--- src/byte_stream_ascii_dump_encoder_top_macros.svh ---
// ----------------------------------------------------------------------------
// Assertion macros for the byte stream ASCII dump encoder
// Both macros sample on i_clk and are disabled while i_rst_n is low.
// ----------------------------------------------------------------------------
`ifndef BYTE_STREAM_ASCII_DUMP_ENCODER_TOP_MACROS_SVH
`define BYTE_STREAM_ASCII_DUMP_ENCODER_TOP_MACROS_SVH

// Same-cycle implication.
`define BSADE_ASSERT_NOW(label, ante, cons, msg) \
    label: assert property (@(posedge i_clk) disable iff (!i_rst_n) (ante) |-> (cons)) \
        else $error(msg);

// Next-cycle implication.
`define BSADE_ASSERT_NEXT(label, ante, cons, msg) \
    label: assert property (@(posedge i_clk) disable iff (!i_rst_n) (ante) |=> (cons)) \
        else $error(msg);

`endif

--- src/bsade_pkg.sv ---
// ----------------------------------------------------------------------------
// bsade_pkg
// Types, constants and helper functions shared by the dump encoder modules.
// ----------------------------------------------------------------------------
package bsade_pkg;

    // Run counter
    localparam int RUN_DIGITS  = 10;
    localparam int BCD_W       = 4 * RUN_DIGITS;

    // Result cap per input transaction
    localparam int MAX_RESULTS = 32;
    localparam int CNT_W       = $clog2(MAX_RESULTS);

    // Configuration port
    localparam int CFG_IDX_W   = 3;
    localparam int CFG_DATA_W  = 64;
    localparam int ESC_WORD_W  = 64;
    localparam int ESC_BITS    = 256;

    typedef enum logic [CFG_IDX_W-1:0] {
        CFG_ESC_LOW      = 3'd0,
        CFG_ESC_MID_LOW  = 3'd1,
        CFG_ESC_MID_HIGH = 3'd2,
        CFG_ESC_HIGH     = 3'd3,
        CFG_BREAK_EOL    = 3'd4
    } t_cfg_reg;

    // Job queue
    localparam int Q_PTR_W = 2;
    localparam int Q_DEPTH = 1 << Q_PTR_W;

    // Characters
    localparam logic [7:0] CH_NUL     = 8'h00;
    localparam logic [7:0] CH_TAB     = 8'h09;
    localparam logic [7:0] CH_NL      = 8'h0a;
    localparam logic [7:0] CH_CR      = 8'h0d;
    localparam logic [7:0] CH_SPACE   = 8'h20;
    localparam logic [7:0] CH_QUOTE   = 8'h22;
    localparam logic [7:0] CH_COMMA   = 8'h2c;
    localparam logic [7:0] CH_ZERO    = 8'h30;
    localparam logic [7:0] CH_LBRACK  = 8'h5b;
    localparam logic [7:0] CH_BSLASH  = 8'h5c;
    localparam logic [7:0] CH_RBRACK  = 8'h5d;
    localparam logic [7:0] CH_N       = 8'h6e;
    localparam logic [7:0] CH_R       = 8'h72;
    localparam logic [7:0] CH_T       = 8'h74;
    localparam logic [7:0] CH_X       = 8'h78;
    localparam logic [7:0] CH_TILDE   = 8'h7e;
    localparam logic [7:0] BYTE_FF    = 8'hff;
    localparam logic [7:0] HEX_ALPHA  = 8'h57;   // 'a' - 10

    // Character slots of one encoded byte, in emission order
    localparam int         ENC_SLOTS     = 8;
    localparam logic [2:0] SL_QUOTE_A    = 3'd0;  // closing quote (line break or hex)
    localparam logic [2:0] SL_NEWLINE    = 3'd1;
    localparam logic [2:0] SL_COMMA      = 3'd2;
    localparam logic [2:0] SL_OPEN_QUOTE = 3'd3;
    localparam logic [2:0] SL_BSLASH     = 3'd4;
    localparam logic [2:0] SL_CHAR       = 3'd5;  // plain char or escape letter
    localparam logic [2:0] SL_HEX_HI     = 3'd6;
    localparam logic [2:0] SL_HEX_LO     = 3'd7;

    // Flat slot layout of a job: " [x" digits "]", run byte, new byte, end quote
    localparam int RUN_SLOTS  = RUN_DIGITS + 4;
    localparam int DIG_BASE   = 3;
    localparam int RBRK_SLOT  = DIG_BASE + RUN_DIGITS;
    localparam int E0_BASE    = RUN_SLOTS;
    localparam int E1_BASE    = RUN_SLOTS + ENC_SLOTS;
    localparam int ENDQ_SLOT  = RUN_SLOTS + 2 * ENC_SLOTS;
    localparam int SLOTS      = ENDQ_SLOT + 1;

    typedef struct packed {
        logic [ENC_SLOTS-1:0] mask;
        logic [7:0]           data;
        logic [7:0]           ch;
    } t_enc_seg;

    typedef struct packed {
        logic in_quotes;
        logic prev_eol;
        logic nothing;
        logic last_nl;
    } t_txt_state;

    typedef struct packed {
        t_enc_seg   seg;
        t_txt_state st;
    } t_enc_res;

    typedef struct packed {
        logic [SLOTS-1:0] mask;
        logic [BCD_W-1:0] bcd;
        t_enc_seg         enc0;
        t_enc_seg         enc1;
    } t_job;

    typedef struct packed {
        logic full;
        logic empty;
    } t_q_status;

    function automatic logic [7:0] hex_char(input logic [3:0] n);
        return {4'h0, n} + ((n < 4'd10) ? CH_ZERO : HEX_ALPHA);
    endfunction

    // Encodes one byte into its slot mask and advances the text state.
    function automatic t_enc_res encode_byte(input logic [7:0] b, input logic esc_bit,
                                             input logic brk, input t_txt_state st_in);
        t_enc_res r;
        logic     eol;
        logic     esc;
        logic     prn;
        r.seg.mask = '0;
        r.seg.data = b;
        r.seg.ch   = b;
        r.st       = st_in;
        eol = (b == CH_NUL) || (b == CH_NL) || (b == CH_CR);
        esc = esc_bit || (b == CH_QUOTE) || (b == CH_BSLASH);
        prn = (b >= CH_SPACE) && (b <= CH_TILDE);

        if (st_in.prev_eol && !eol && brk) begin
            if (r.st.in_quotes) begin
                r.seg.mask[SL_QUOTE_A] = 1'b1;
            end
            r.st.in_quotes         = 1'b0;
            r.seg.mask[SL_NEWLINE] = 1'b1;
            r.st.nothing           = 1'b0;
            r.st.last_nl           = 1'b1;
        end

        if (prn || esc) begin
            if (!r.st.in_quotes) begin
                if (!r.st.nothing && !r.st.last_nl) begin
                    r.seg.mask[SL_COMMA] = 1'b1;
                end
                r.seg.mask[SL_OPEN_QUOTE] = 1'b1;
                r.st.in_quotes            = 1'b1;
            end
            r.seg.mask[SL_CHAR] = 1'b1;
            if (esc) begin
                r.seg.mask[SL_BSLASH] = 1'b1;
                unique case (b)
                    CH_NL:     r.seg.ch = CH_N;
                    CH_CR:     r.seg.ch = CH_R;
                    CH_TAB:    r.seg.ch = CH_T;
                    CH_QUOTE:  r.seg.ch = CH_QUOTE;
                    CH_BSLASH: r.seg.ch = CH_BSLASH;
                    default: begin
                        r.seg.ch              = CH_X;
                        r.seg.mask[SL_HEX_HI] = 1'b1;
                        r.seg.mask[SL_HEX_LO] = 1'b1;
                    end
                endcase
            end
        end else begin
            if (r.st.in_quotes) begin
                r.seg.mask[SL_QUOTE_A] = 1'b1;
                r.st.in_quotes         = 1'b0;
                r.st.nothing           = 1'b0;
            end
            if (!r.st.nothing) begin
                r.seg.mask[SL_COMMA] = 1'b1;
            end
            r.seg.mask[SL_HEX_HI] = 1'b1;
            r.seg.mask[SL_HEX_LO] = 1'b1;
        end
        r.st.nothing  = 1'b0;
        r.st.last_nl  = 1'b0;
        r.st.prev_eol = eol;
        return r;
    endfunction

    function automatic logic [7:0] enc_slot_char(input t_enc_seg s, input logic [2:0] k);
        logic [7:0] c;
        unique case (k)
            SL_QUOTE_A:    c = CH_QUOTE;
            SL_NEWLINE:    c = CH_NL;
            SL_COMMA:      c = CH_COMMA;
            SL_OPEN_QUOTE: c = CH_QUOTE;
            SL_BSLASH:     c = CH_BSLASH;
            SL_CHAR:       c = s.ch;
            SL_HEX_HI:     c = hex_char(s.data[7:4]);
            SL_HEX_LO:     c = hex_char(s.data[3:0]);
            default:       c = CH_QUOTE;
        endcase
        return c;
    endfunction

    // Saturating BCD increment: stops at all nines.
    function automatic logic [BCD_W-1:0] bcd_inc(input logic [BCD_W-1:0] v);
        logic [BCD_W-1:0] r;
        logic             carry;
        logic             all9;
        logic [3:0]       d;
        r     = v;
        carry = 1'b1;
        all9  = 1'b1;
        for (int i = 0; i < RUN_DIGITS; i++) begin
            d = v[4*i +: 4];
            if (d != 4'd9) begin
                all9 = 1'b0;
            end
            if (carry) begin
                if (d >= 4'd9) begin
                    r[4*i +: 4] = 4'd0;
                end else begin
                    r[4*i +: 4] = d + 4'd1;
                    carry       = 1'b0;
                end
            end
        end
        return all9 ? v : r;
    endfunction

    // Digit i is printed when it is at or below the top nonzero digit.
    function automatic logic [RUN_DIGITS-1:0] bcd_dig_en(input logic [BCD_W-1:0] v);
        logic [RUN_DIGITS-1:0] en;
        logic                  any;
        any = 1'b0;
        for (int i = RUN_DIGITS - 1; i >= 0; i--) begin
            any   = any || (v[4*i +: 4] != 4'd0);
            en[i] = any || (i == 0);
        end
        return en;
    endfunction

endpackage

--- src/byte_stream_ascii_dump_encoder_top.sv ---
// ----------------------------------------------------------------------------
// byte_stream_ascii_dump_encoder_top
// Turns a byte stream into a readable text dump, one character per result.
//
// An input byte is taken in every cycle while the four-entry job queue has
// room; the front classifies it and queues a job holding every character it
// causes. The back emits one character per clock unless the output stalls; a
// byte yields none inside a 0x00/0xFF run, usually one to four characters, at
// most 28 when a run is cut by a different byte that also ends the stream. On a
// restart from an empty queue the back first loads the head job into its
// registers. last_char marks the final character of each input transaction.
// Escape set and line-break mode are for the user to write through the cfg
// port only while no transaction is pending; the block does not enforce it.
// ----------------------------------------------------------------------------
`include "byte_stream_ascii_dump_encoder_top_macros.svh"

module byte_stream_ascii_dump_encoder_top (
    input  logic                              i_clk,
    input  logic                              i_rst_n,
    input  logic                              i_cfg_we,
    input  logic [bsade_pkg::CFG_IDX_W-1:0]   i_cfg_idx,
    input  logic [bsade_pkg::CFG_DATA_W-1:0]  i_cfg_data,
    input  logic                              i_in_valid,
    output logic                              o_in_ready,
    input  logic [7:0]                        i_data_byte,
    input  logic                              i_stream_end,
    output logic                              o_out_valid,
    input  logic                              i_out_ready,
    output logic [7:0]                        o_text_char,
    output logic                              o_last_char
);

    logic                 q_push;
    logic                 q_pop;
    bsade_pkg::t_job      q_in_job;
    bsade_pkg::t_job      q_head;
    bsade_pkg::t_q_status q_stat;

    bsade_front u_front (
        .i_clk        (i_clk),
        .i_rst_n      (i_rst_n),
        .i_cfg_we     (i_cfg_we),
        .i_cfg_idx    (i_cfg_idx),
        .i_cfg_data   (i_cfg_data),
        .i_in_valid   (i_in_valid),
        .o_in_ready   (o_in_ready),
        .i_data_byte  (i_data_byte),
        .i_stream_end (i_stream_end),
        .i_q_stat     (q_stat),
        .o_push       (q_push),
        .o_job        (q_in_job)
    );

    bsade_fifo u_fifo (
        .i_clk   (i_clk),
        .i_rst_n (i_rst_n),
        .i_push  (q_push),
        .i_job   (q_in_job),
        .i_pop   (q_pop),
        .o_head  (q_head),
        .o_stat  (q_stat)
    );

    bsade_back u_back (
        .i_clk       (i_clk),
        .i_rst_n     (i_rst_n),
        .i_q_stat    (q_stat),
        .i_head      (q_head),
        .o_pop       (q_pop),
        .o_out_valid (o_out_valid),
        .i_out_ready (i_out_ready),
        .o_text_char (o_text_char),
        .o_last_char (o_last_char)
    );

    `BSADE_ASSERT_NOW(a_no_push_full, q_push, !q_stat.full, "job pushed into full queue")
    `BSADE_ASSERT_NOW(a_no_pop_empty, q_pop, !q_stat.empty, "job popped from empty queue")
    `BSADE_ASSERT_NOW(a_end_emits, i_in_valid && o_in_ready && i_stream_end, q_push, "stream end without job")
    `BSADE_ASSERT_NEXT(a_push_fills, q_push && !q_pop, !q_stat.empty, "queue empty after push")

endmodule

--- src/bsade_front.sv ---
// ----------------------------------------------------------------------------
// bsade_front
// Accepts input bytes, tracks run and quoting state, and turns each byte into
// a job: a slot mask of the characters to emit plus the data behind them.
// ----------------------------------------------------------------------------
module bsade_front (
    input  logic                              i_clk,
    input  logic                              i_rst_n,
    input  logic                              i_cfg_we,
    input  logic [bsade_pkg::CFG_IDX_W-1:0]   i_cfg_idx,
    input  logic [bsade_pkg::CFG_DATA_W-1:0]  i_cfg_data,
    input  logic                              i_in_valid,
    output logic                              o_in_ready,
    input  logic [7:0]                        i_data_byte,
    input  logic                              i_stream_end,
    input  bsade_pkg::t_q_status              i_q_stat,
    output logic                              o_push,
    output bsade_pkg::t_job                   o_job
);

    localparam logic [bsade_pkg::BCD_W-1:0] BCD_THREE = bsade_pkg::BCD_W'(3);

    // Configuration
    logic [bsade_pkg::ESC_BITS-1:0] r_esc, n_esc;
    logic                           r_brk, n_brk;

    // Stream state
    bsade_pkg::t_txt_state          r_st, n_st;
    logic [7:0]                     r_prev0, n_prev0;
    logic [7:0]                     r_prev1, n_prev1;
    logic [1:0]                     r_seen, n_seen;
    logic                           r_run, n_run;
    logic [bsade_pkg::BCD_W-1:0]    r_bcd, n_bcd;

    logic                           acc;
    logic                           same;
    logic                           start;
    logic                           close;
    logic                           do_enc1;
    logic                           endq;
    logic [bsade_pkg::BCD_W-1:0]    bcd_up;
    logic [bsade_pkg::BCD_W-1:0]    close_bcd;
    logic [bsade_pkg::RUN_DIGITS-1:0] dig_en;
    bsade_pkg::t_txt_state          st_close;
    bsade_pkg::t_txt_state          st_mid;
    bsade_pkg::t_txt_state          st_fin;
    bsade_pkg::t_enc_res            e0;
    bsade_pkg::t_enc_res            e1;
    logic [bsade_pkg::RUN_SLOTS-1:0] run_mask;

    assign o_in_ready = !i_q_stat.full;
    assign acc        = i_in_valid && !i_q_stat.full;

    // Classification
    always_comb begin
        same  = (i_data_byte == r_prev0);
        start = !r_run && r_seen[1] && same && (i_data_byte == r_prev1) &&
                ((i_data_byte == bsade_pkg::CH_NUL) || (i_data_byte == bsade_pkg::BYTE_FF));
        bcd_up = bsade_pkg::bcd_inc(r_bcd);
        close  = (r_run && (!same || i_stream_end)) || (start && i_stream_end);
        do_enc1 = r_run ? !same : !start;
        if (r_run) begin
            close_bcd = same ? bcd_up : r_bcd;
        end else begin
            close_bcd = BCD_THREE;
        end
        dig_en = bsade_pkg::bcd_dig_en(close_bcd);

        st_close = r_st;
        if (close) begin
            st_close.nothing = 1'b0;
            st_close.last_nl = 1'b0;
        end
        e0     = bsade_pkg::encode_byte(r_prev0, r_esc[r_prev0], r_brk, st_close);
        st_mid = close ? e0.st : r_st;
        e1     = bsade_pkg::encode_byte(i_data_byte, r_esc[i_data_byte], r_brk, st_mid);
        st_fin = do_enc1 ? e1.st : st_mid;
        endq   = i_stream_end && st_fin.in_quotes;

        // " [x", digits most significant first, "]"
        run_mask = '0;
        run_mask[2:0] = 3'b111;
        for (int k = 0; k < bsade_pkg::RUN_DIGITS; k++) begin
            run_mask[bsade_pkg::DIG_BASE + k] = dig_en[bsade_pkg::RUN_DIGITS - 1 - k];
        end
        run_mask[bsade_pkg::RBRK_SLOT] = 1'b1;
    end

    always_comb begin
        o_job.mask = '0;
        if (close) begin
            o_job.mask[bsade_pkg::RUN_SLOTS-1:0] = run_mask;
            o_job.mask[bsade_pkg::E0_BASE +: bsade_pkg::ENC_SLOTS] = e0.seg.mask;
        end
        if (do_enc1) begin
            o_job.mask[bsade_pkg::E1_BASE +: bsade_pkg::ENC_SLOTS] = e1.seg.mask;
        end
        o_job.mask[bsade_pkg::ENDQ_SLOT] = endq;
        o_job.bcd  = close_bcd;
        o_job.enc0 = e0.seg;
        o_job.enc1 = e1.seg;
        o_push     = acc && (|o_job.mask);
    end

    // Configuration writes
    always_comb begin
        n_esc = r_esc;
        n_brk = r_brk;
        if (i_cfg_we) begin
            unique case (i_cfg_idx)
                bsade_pkg::CFG_ESC_LOW:
                    n_esc[0*bsade_pkg::ESC_WORD_W +: bsade_pkg::ESC_WORD_W] = i_cfg_data;
                bsade_pkg::CFG_ESC_MID_LOW:
                    n_esc[1*bsade_pkg::ESC_WORD_W +: bsade_pkg::ESC_WORD_W] = i_cfg_data;
                bsade_pkg::CFG_ESC_MID_HIGH:
                    n_esc[2*bsade_pkg::ESC_WORD_W +: bsade_pkg::ESC_WORD_W] = i_cfg_data;
                bsade_pkg::CFG_ESC_HIGH:
                    n_esc[3*bsade_pkg::ESC_WORD_W +: bsade_pkg::ESC_WORD_W] = i_cfg_data;
                bsade_pkg::CFG_BREAK_EOL:
                    n_brk = i_cfg_data[0];
                default: ;
            endcase
        end
    end

    // Stream state update
    always_comb begin
        n_st    = r_st;
        n_prev0 = r_prev0;
        n_prev1 = r_prev1;
        n_seen  = r_seen;
        n_run   = r_run;
        n_bcd   = r_bcd;
        if (acc) begin
            if (i_stream_end) begin
                n_st    = '{in_quotes: 1'b0, prev_eol: 1'b0, nothing: 1'b1, last_nl: 1'b0};
                n_prev0 = '0;
                n_prev1 = '0;
                n_seen  = '0;
                n_run   = 1'b0;
                n_bcd   = '0;
            end else begin
                n_st    = st_fin;
                n_prev0 = i_data_byte;
                n_prev1 = r_prev0;
                n_seen  = r_seen[1] ? r_seen : r_seen + 2'd1;
                n_run   = r_run ? same : start;
                if (r_run) begin
                    n_bcd = same ? bcd_up : '0;
                end else begin
                    n_bcd = start ? BCD_THREE : '0;
                end
            end
        end
    end

    always_ff @(posedge i_clk) begin
        if (!i_rst_n) begin
            r_esc   <= '0;
            r_brk   <= 1'b0;
            r_st    <= '{in_quotes: 1'b0, prev_eol: 1'b0, nothing: 1'b1, last_nl: 1'b0};
            r_prev0 <= '0;
            r_prev1 <= '0;
            r_seen  <= '0;
            r_run   <= 1'b0;
            r_bcd   <= '0;
        end else begin
            r_esc   <= n_esc;
            r_brk   <= n_brk;
            r_st    <= n_st;
            r_prev0 <= n_prev0;
            r_prev1 <= n_prev1;
            r_seen  <= n_seen;
            r_run   <= n_run;
            r_bcd   <= n_bcd;
        end
    end

endmodule

--- src/bsade_fifo.sv ---
// ----------------------------------------------------------------------------
// bsade_fifo
// Short job queue between the front and the back.
// ----------------------------------------------------------------------------
module bsade_fifo (
    input  logic                 i_clk,
    input  logic                 i_rst_n,
    input  logic                 i_push,
    input  bsade_pkg::t_job      i_job,
    input  logic                 i_pop,
    output bsade_pkg::t_job      o_head,
    output bsade_pkg::t_q_status o_stat
);

    bsade_pkg::t_job                r_mem [bsade_pkg::Q_DEPTH];
    logic [bsade_pkg::Q_PTR_W-1:0]  r_wr, n_wr;
    logic [bsade_pkg::Q_PTR_W-1:0]  r_rd, n_rd;
    logic [bsade_pkg::Q_PTR_W:0]    r_cnt, n_cnt;

    assign o_head       = r_mem[r_rd];
    assign o_stat.full  = (r_cnt == (bsade_pkg::Q_PTR_W+1)'(bsade_pkg::Q_DEPTH));
    assign o_stat.empty = (r_cnt == '0);

    always_comb begin
        n_wr  = i_push ? r_wr + 1'b1 : r_wr;
        n_rd  = i_pop  ? r_rd + 1'b1 : r_rd;
        n_cnt = r_cnt;
        if (i_push && !i_pop) begin
            n_cnt = r_cnt + 1'b1;
        end else if (i_pop && !i_push) begin
            n_cnt = r_cnt - 1'b1;
        end
    end

    always_ff @(posedge i_clk) begin
        if (i_push) begin
            r_mem[r_wr] <= i_job;
        end
    end

    always_ff @(posedge i_clk) begin
        if (!i_rst_n) begin
            r_wr  <= '0;
            r_rd  <= '0;
            r_cnt <= '0;
        end else begin
            r_wr  <= n_wr;
            r_rd  <= n_rd;
            r_cnt <= n_cnt;
        end
    end

endmodule

--- src/bsade_back.sv ---
// ----------------------------------------------------------------------------
// bsade_back
// Walks the job's slot mask into an output register, one character per cycle
// unless output stalls. The next job is taken on the last slot or when idle.
// ----------------------------------------------------------------------------
module bsade_back (
    input  logic                 i_clk,
    input  logic                 i_rst_n,
    input  bsade_pkg::t_q_status i_q_stat,
    input  bsade_pkg::t_job      i_head,
    output logic                 o_pop,
    output logic                 o_out_valid,
    input  logic                 i_out_ready,
    output logic [7:0]           o_text_char,
    output logic                 o_last_char
);

    logic [bsade_pkg::SLOTS-1:0] r_mask, n_mask;
    logic [bsade_pkg::BCD_W-1:0] r_bcd, n_bcd;
    bsade_pkg::t_enc_seg         r_enc0, n_enc0;
    bsade_pkg::t_enc_seg         r_enc1, n_enc1;
    logic [bsade_pkg::CNT_W-1:0] r_cnt, n_cnt;
    logic                        r_out_valid, n_out_valid;
    logic [7:0]                  r_out_char, n_out_char;
    logic                        r_out_last, n_out_last;

    logic [7:0]                  slot_ch [bsade_pkg::SLOTS];
    logic [bsade_pkg::SLOTS-1:0] pick;
    logic [bsade_pkg::SLOTS-1:0] rest;
    logic [7:0]                  ch;
    logic [3:0]                  dig;
    logic                        busy;
    logic                        adv;
    logic                        last;

    // Character behind every slot of the current job
    always_comb begin
        slot_ch[0] = bsade_pkg::CH_SPACE;
        slot_ch[1] = bsade_pkg::CH_LBRACK;
        slot_ch[2] = bsade_pkg::CH_X;
        dig = '0;
        for (int k = 0; k < bsade_pkg::RUN_DIGITS; k++) begin
            dig = r_bcd[4*(bsade_pkg::RUN_DIGITS - 1 - k) +: 4];
            slot_ch[bsade_pkg::DIG_BASE + k] =
                bsade_pkg::CH_ZERO + {4'h0, (dig > 4'd9) ? 4'd9 : dig};
        end
        slot_ch[bsade_pkg::RBRK_SLOT] = bsade_pkg::CH_RBRACK;
        for (int k = 0; k < bsade_pkg::ENC_SLOTS; k++) begin
            slot_ch[bsade_pkg::E0_BASE + k] = bsade_pkg::enc_slot_char(r_enc0, 3'(k));
            slot_ch[bsade_pkg::E1_BASE + k] = bsade_pkg::enc_slot_char(r_enc1, 3'(k));
        end
        slot_ch[bsade_pkg::ENDQ_SLOT] = bsade_pkg::CH_QUOTE;
    end

    // Lowest pending slot goes out next
    always_comb begin
        pick = r_mask & (~r_mask + bsade_pkg::SLOTS'(1));
        rest = r_mask & ~pick;
        ch   = '0;
        for (int i = 0; i < bsade_pkg::SLOTS; i++) begin
            ch = ch | (pick[i] ? slot_ch[i] : 8'h00);
        end
        busy  = |r_mask;
        adv   = busy && (!r_out_valid || i_out_ready);
        // cap on characters per transaction
        last  = (rest == '0) || (r_cnt == bsade_pkg::CNT_W'(bsade_pkg::MAX_RESULTS - 1));
        o_pop = !i_q_stat.empty && (!busy || (adv && last));
    end

    always_comb begin
        n_mask = r_mask;
        n_bcd  = r_bcd;
        n_enc0 = r_enc0;
        n_enc1 = r_enc1;
        n_cnt  = r_cnt;
        if (o_pop) begin
            n_mask = i_head.mask;
            n_bcd  = i_head.bcd;
            n_enc0 = i_head.enc0;
            n_enc1 = i_head.enc1;
            n_cnt  = '0;
        end else if (adv) begin
            n_mask = last ? '0 : rest;
            n_cnt  = r_cnt + 1'b1;
        end
        n_out_valid = adv ? 1'b1 : (r_out_valid && !i_out_ready);
        n_out_char  = adv ? ch   : r_out_char;
        n_out_last  = adv ? last : r_out_last;
    end

    always_ff @(posedge i_clk) begin
        if (!i_rst_n) begin
            r_mask      <= '0;
            r_cnt       <= '0;
            r_out_valid <= 1'b0;
        end else begin
            r_mask      <= n_mask;
            r_cnt       <= n_cnt;
            r_out_valid <= n_out_valid;
        end
    end

    always_ff @(posedge i_clk) begin
        r_bcd      <= n_bcd;
        r_enc0     <= n_enc0;
        r_enc1     <= n_enc1;
        r_out_char <= n_out_char;
        r_out_last <= n_out_last;
    end

    assign o_out_valid = r_out_valid;
    assign o_text_char = r_out_char;
    assign o_last_char = r_out_last;

endmodule
--- config.mk ---
export PLATFORM = sky130hd
export DESIGN_NAME = byte_stream_ascii_dump_encoder_top
export DESIGN_NICKNAME = d
export VERILOG_FILES = /design/src/bsade_pkg.sv /design/src/byte_stream_ascii_dump_encoder_top.sv /design/src/bsade_front.sv /design/src/bsade_fifo.sv /design/src/bsade_back.sv
export VERILOG_INCLUDE_DIRS = /design/src /design/src/src
export SDC_FILE = /design/constraint.sdc
export NUM_CORES = 2
export LEC_CHECK = 0
export CAP_MARGIN = 15
export CORE_UTILIZATION = 30
export CTS_BUF_LIST = sky130_fd_sc_hd__clkbuf_4
export DETAILED_ROUTE_END_ITERATION = 12
export DONT_BUFFER_PORTS = 1
export SYNTH_ARGS = -nofsm -noshare
export SYNTH_HDL_FRONTEND = slang
export SYNTH_HIERARCHICAL = 1
export SYNTH_SLANG_ARGS = --single-unit
export TNS_END_PERCENT = 10
--- constraint.sdc ---
create_clock -name i_clk -period 7.2 [get_ports i_clk]
set_input_delay 1.08 -clock i_clk [delete_from_list [all_inputs] [get_ports i_clk]]
set_output_delay 1.08 -clock i_clk [all_outputs]
set_load 0.01 [all_outputs]
==> impl_metrics.yaml <==
placed_design:
  place_congestion: 0.9155
  dp_hpwl_microns: 79020
  numPortBuffers: 0
  dpl_cell_area_sq_um: 41850
cells_and_area:
  finish.utilization_pct: 33.87
  design_area_sq_um: 45370
  areaGrowthSynthToFinish_pct: 11.57
  final_layout_size_suffix_gt1_share_pct: 18.16
  final_net_count: 3693
  fillers: 13220
clock_tree:
  clkTransAtPathRegs_ns: 0.08
  cts_tree: "yes"
  clock_latency_ns: 1.15
  cts_buffer_depth: 3
  htreeDepth: 4
  cts_resized: 0
  clock_sinks: 859
  cts_root_buffer: "clkbuf_4"
  cts_made_buffers: 214
timing:
  skew_ns: 0.06603
  post-route-period-util_pct: 65.26
  max_slew.worst_pin.slew_ns: 1.136
  fmax_mhz: 212.8
  worst_hold_slack_ns: 0.08675
  period_needed_ns: 4.699
  finalHoldViolations: 0
  tns_ns: 0
  final-setup-viol-count: 0
  slew_viol_final: 0
  relSlewSlack_pct: 24.17
  rsz0062_at_grt: "false"
global_routing:
  grt_pass1_vias: 28180
  grt_max_degree: 166
  grt_pass1_wl_microns: 181100
  antenna_found_initial: 9
  grtUsageTotal_pct: 17.35
  grt.overflow.total: 0
yosys:
  synthesis.nets: 3631
  avgSynthCellArea_sq_um: 11.62
  synth.cell_area_sq_um: 40670
  netlist_instances: 3500
  yosys_warnings: 6
run_status:
  status: "complete, no violations"
die:
  dieArea_sq_um: 137000
  coreArea_sq_um: 134000
  start_util_pct: 30.36
  dieHeight_microns: 370.2
  num_io_pins: 92
  fp-row-count: 134
  fp.dieW_microns: 370.2
power:
  cellLeakagePower_nw: 14.52
  power_density_nw_per_um2: 293.6
  ir_drop_mv: 0.1896
  p_total_mw: 13.32
route:
  routed_wl_microns: 121500
  dr_total_vias: 29780
  viasPerCell: 5.397
  drtIter0Drc: 3114
  wl_per_cell_microns: 22.02
  ant_nets: 0
  drc: 0
  dr.pass1.iters: 6
setup_path:
  critPathKind: "register to register"
  worstPathArrival_ns: 5.78
  critPathMaxFanout: 25
  end_kind: "register"
  worstPathRequired_ns: 8.28
  reg2regPathDepth: 14
  startpoint_type: "register"
hold_path:
  min_delay_path_depth: 2
  hold_path.class: "input port to register"
job:
  cap_violations: 0
## report_power, final
part           leakage (nW)  internal (mW)  switching [mW]
clock                  1.68           2.20            2.03
combinational          5.49           1.03            1.70
sequential             7.35           5.95           0.413
## routing by layer
metal	share of wire [%]	up-vias	GRT usage, %
li1	-	13420	-
met1	44	14830	23.91
met2	45	1339	26.28
met3	8.3	196	3.988
met4	2.8	4	6.731
met5	0.017	-	0
## what timing repair did
item / 4_1_cts / 5_1_grt
hold buffers: 65 / 0
hold endpoints to repair: 215 / 0
buffers inserted: 0 / 0
## per-stage QoR
stage               worst slack, ns  std cells
global route                  2.226       5517
CTS                           2.563       5508
finish                        2.501       5519
global placement              2.558       5049
detailed placement            2.542       5049
floorplan                    0.1298       3500
## final cells by class
cell class	instances	area, sq um	share of cell area (%)
inverter	83	319.1	0.7032
multi-input combinational	2306	16900	37.24
timing repair buffer	98	923.4	2.035
clock buffer	322	2417	5.327
tap	1768	2212	4.875
antenna	11	27.53	0.06066
sequential	859	22150	48.81
clock inverter	72	431.7	0.9513
## worst max-delay path: stages (launching register included)
cell and delay (ns):
dfxtp_1 0.49, nor4_4 0.64, nand4_1 0.27, nor3_1 0.45, o2111ai_1 0.15, nor4_1 0.37, nand4_1 0.30, a21oi_4 0.79
inv_1 0.15, ha_1 0.26, inv_1 0.08, fa_1 0.18, xor2_1 0.07, or3_1 0.30, a21boi_0 0.16
## flip-flops by register name, summed over array words and instances, names as in the netlist, 16 cells and up, named ones only
name / cells
u_back/r_enc1: 16
u_back/r_enc0: 16
u_fifo/r_mem: 412
u_back/r_bcd: 40
u_front/r_bcd: 40
u_back/r_mask: 31
u_front/r_esc: 256
## final timing paths
check	from	to	slack [ns]
setup / recovery	u_back/r_mask[0]$_SDFFE_PN0P_	u_fifo/r_cnt[2]$_SDFFE_PN0P_	2.50
hold / removal	i_cfg_data[54]	u_front/r_esc[118]$_SDFFE_PN0P_	0.09
setup reg to reg	u_back/r_mask[0]$_SDFFE_PN0P_	u_fifo/r_cnt[2]$_SDFFE_PN0P_	2.50
hold reg to reg	u_front/r_esc[81]$_SDFFE_PN0P_	u_front/r_esc[81]$_SDFFE_PN0P_	0.47
## layout by cell type (no fill, tap or decap), types with 26 or more instances in the layout
cell type and n:
nand2_1 635, edfxtp_1 493, dfxtp_1 361, a21oi_1 353, clkbuf_4 322, mux4_2 211
nor2_1 177, o21ai_0 85, inv_1 75, mux2i_1 72, dlygate4sd3_1 65, nand3_1 55
clkinv_1 52, nor3_1 50, ha_1 47, a22oi_1 40, nand4_1 36, a31oi_1 33
buf_4 31, nor4_1 26, and3_1 26
Note: power is estimated with default switching activity, not from simulation.
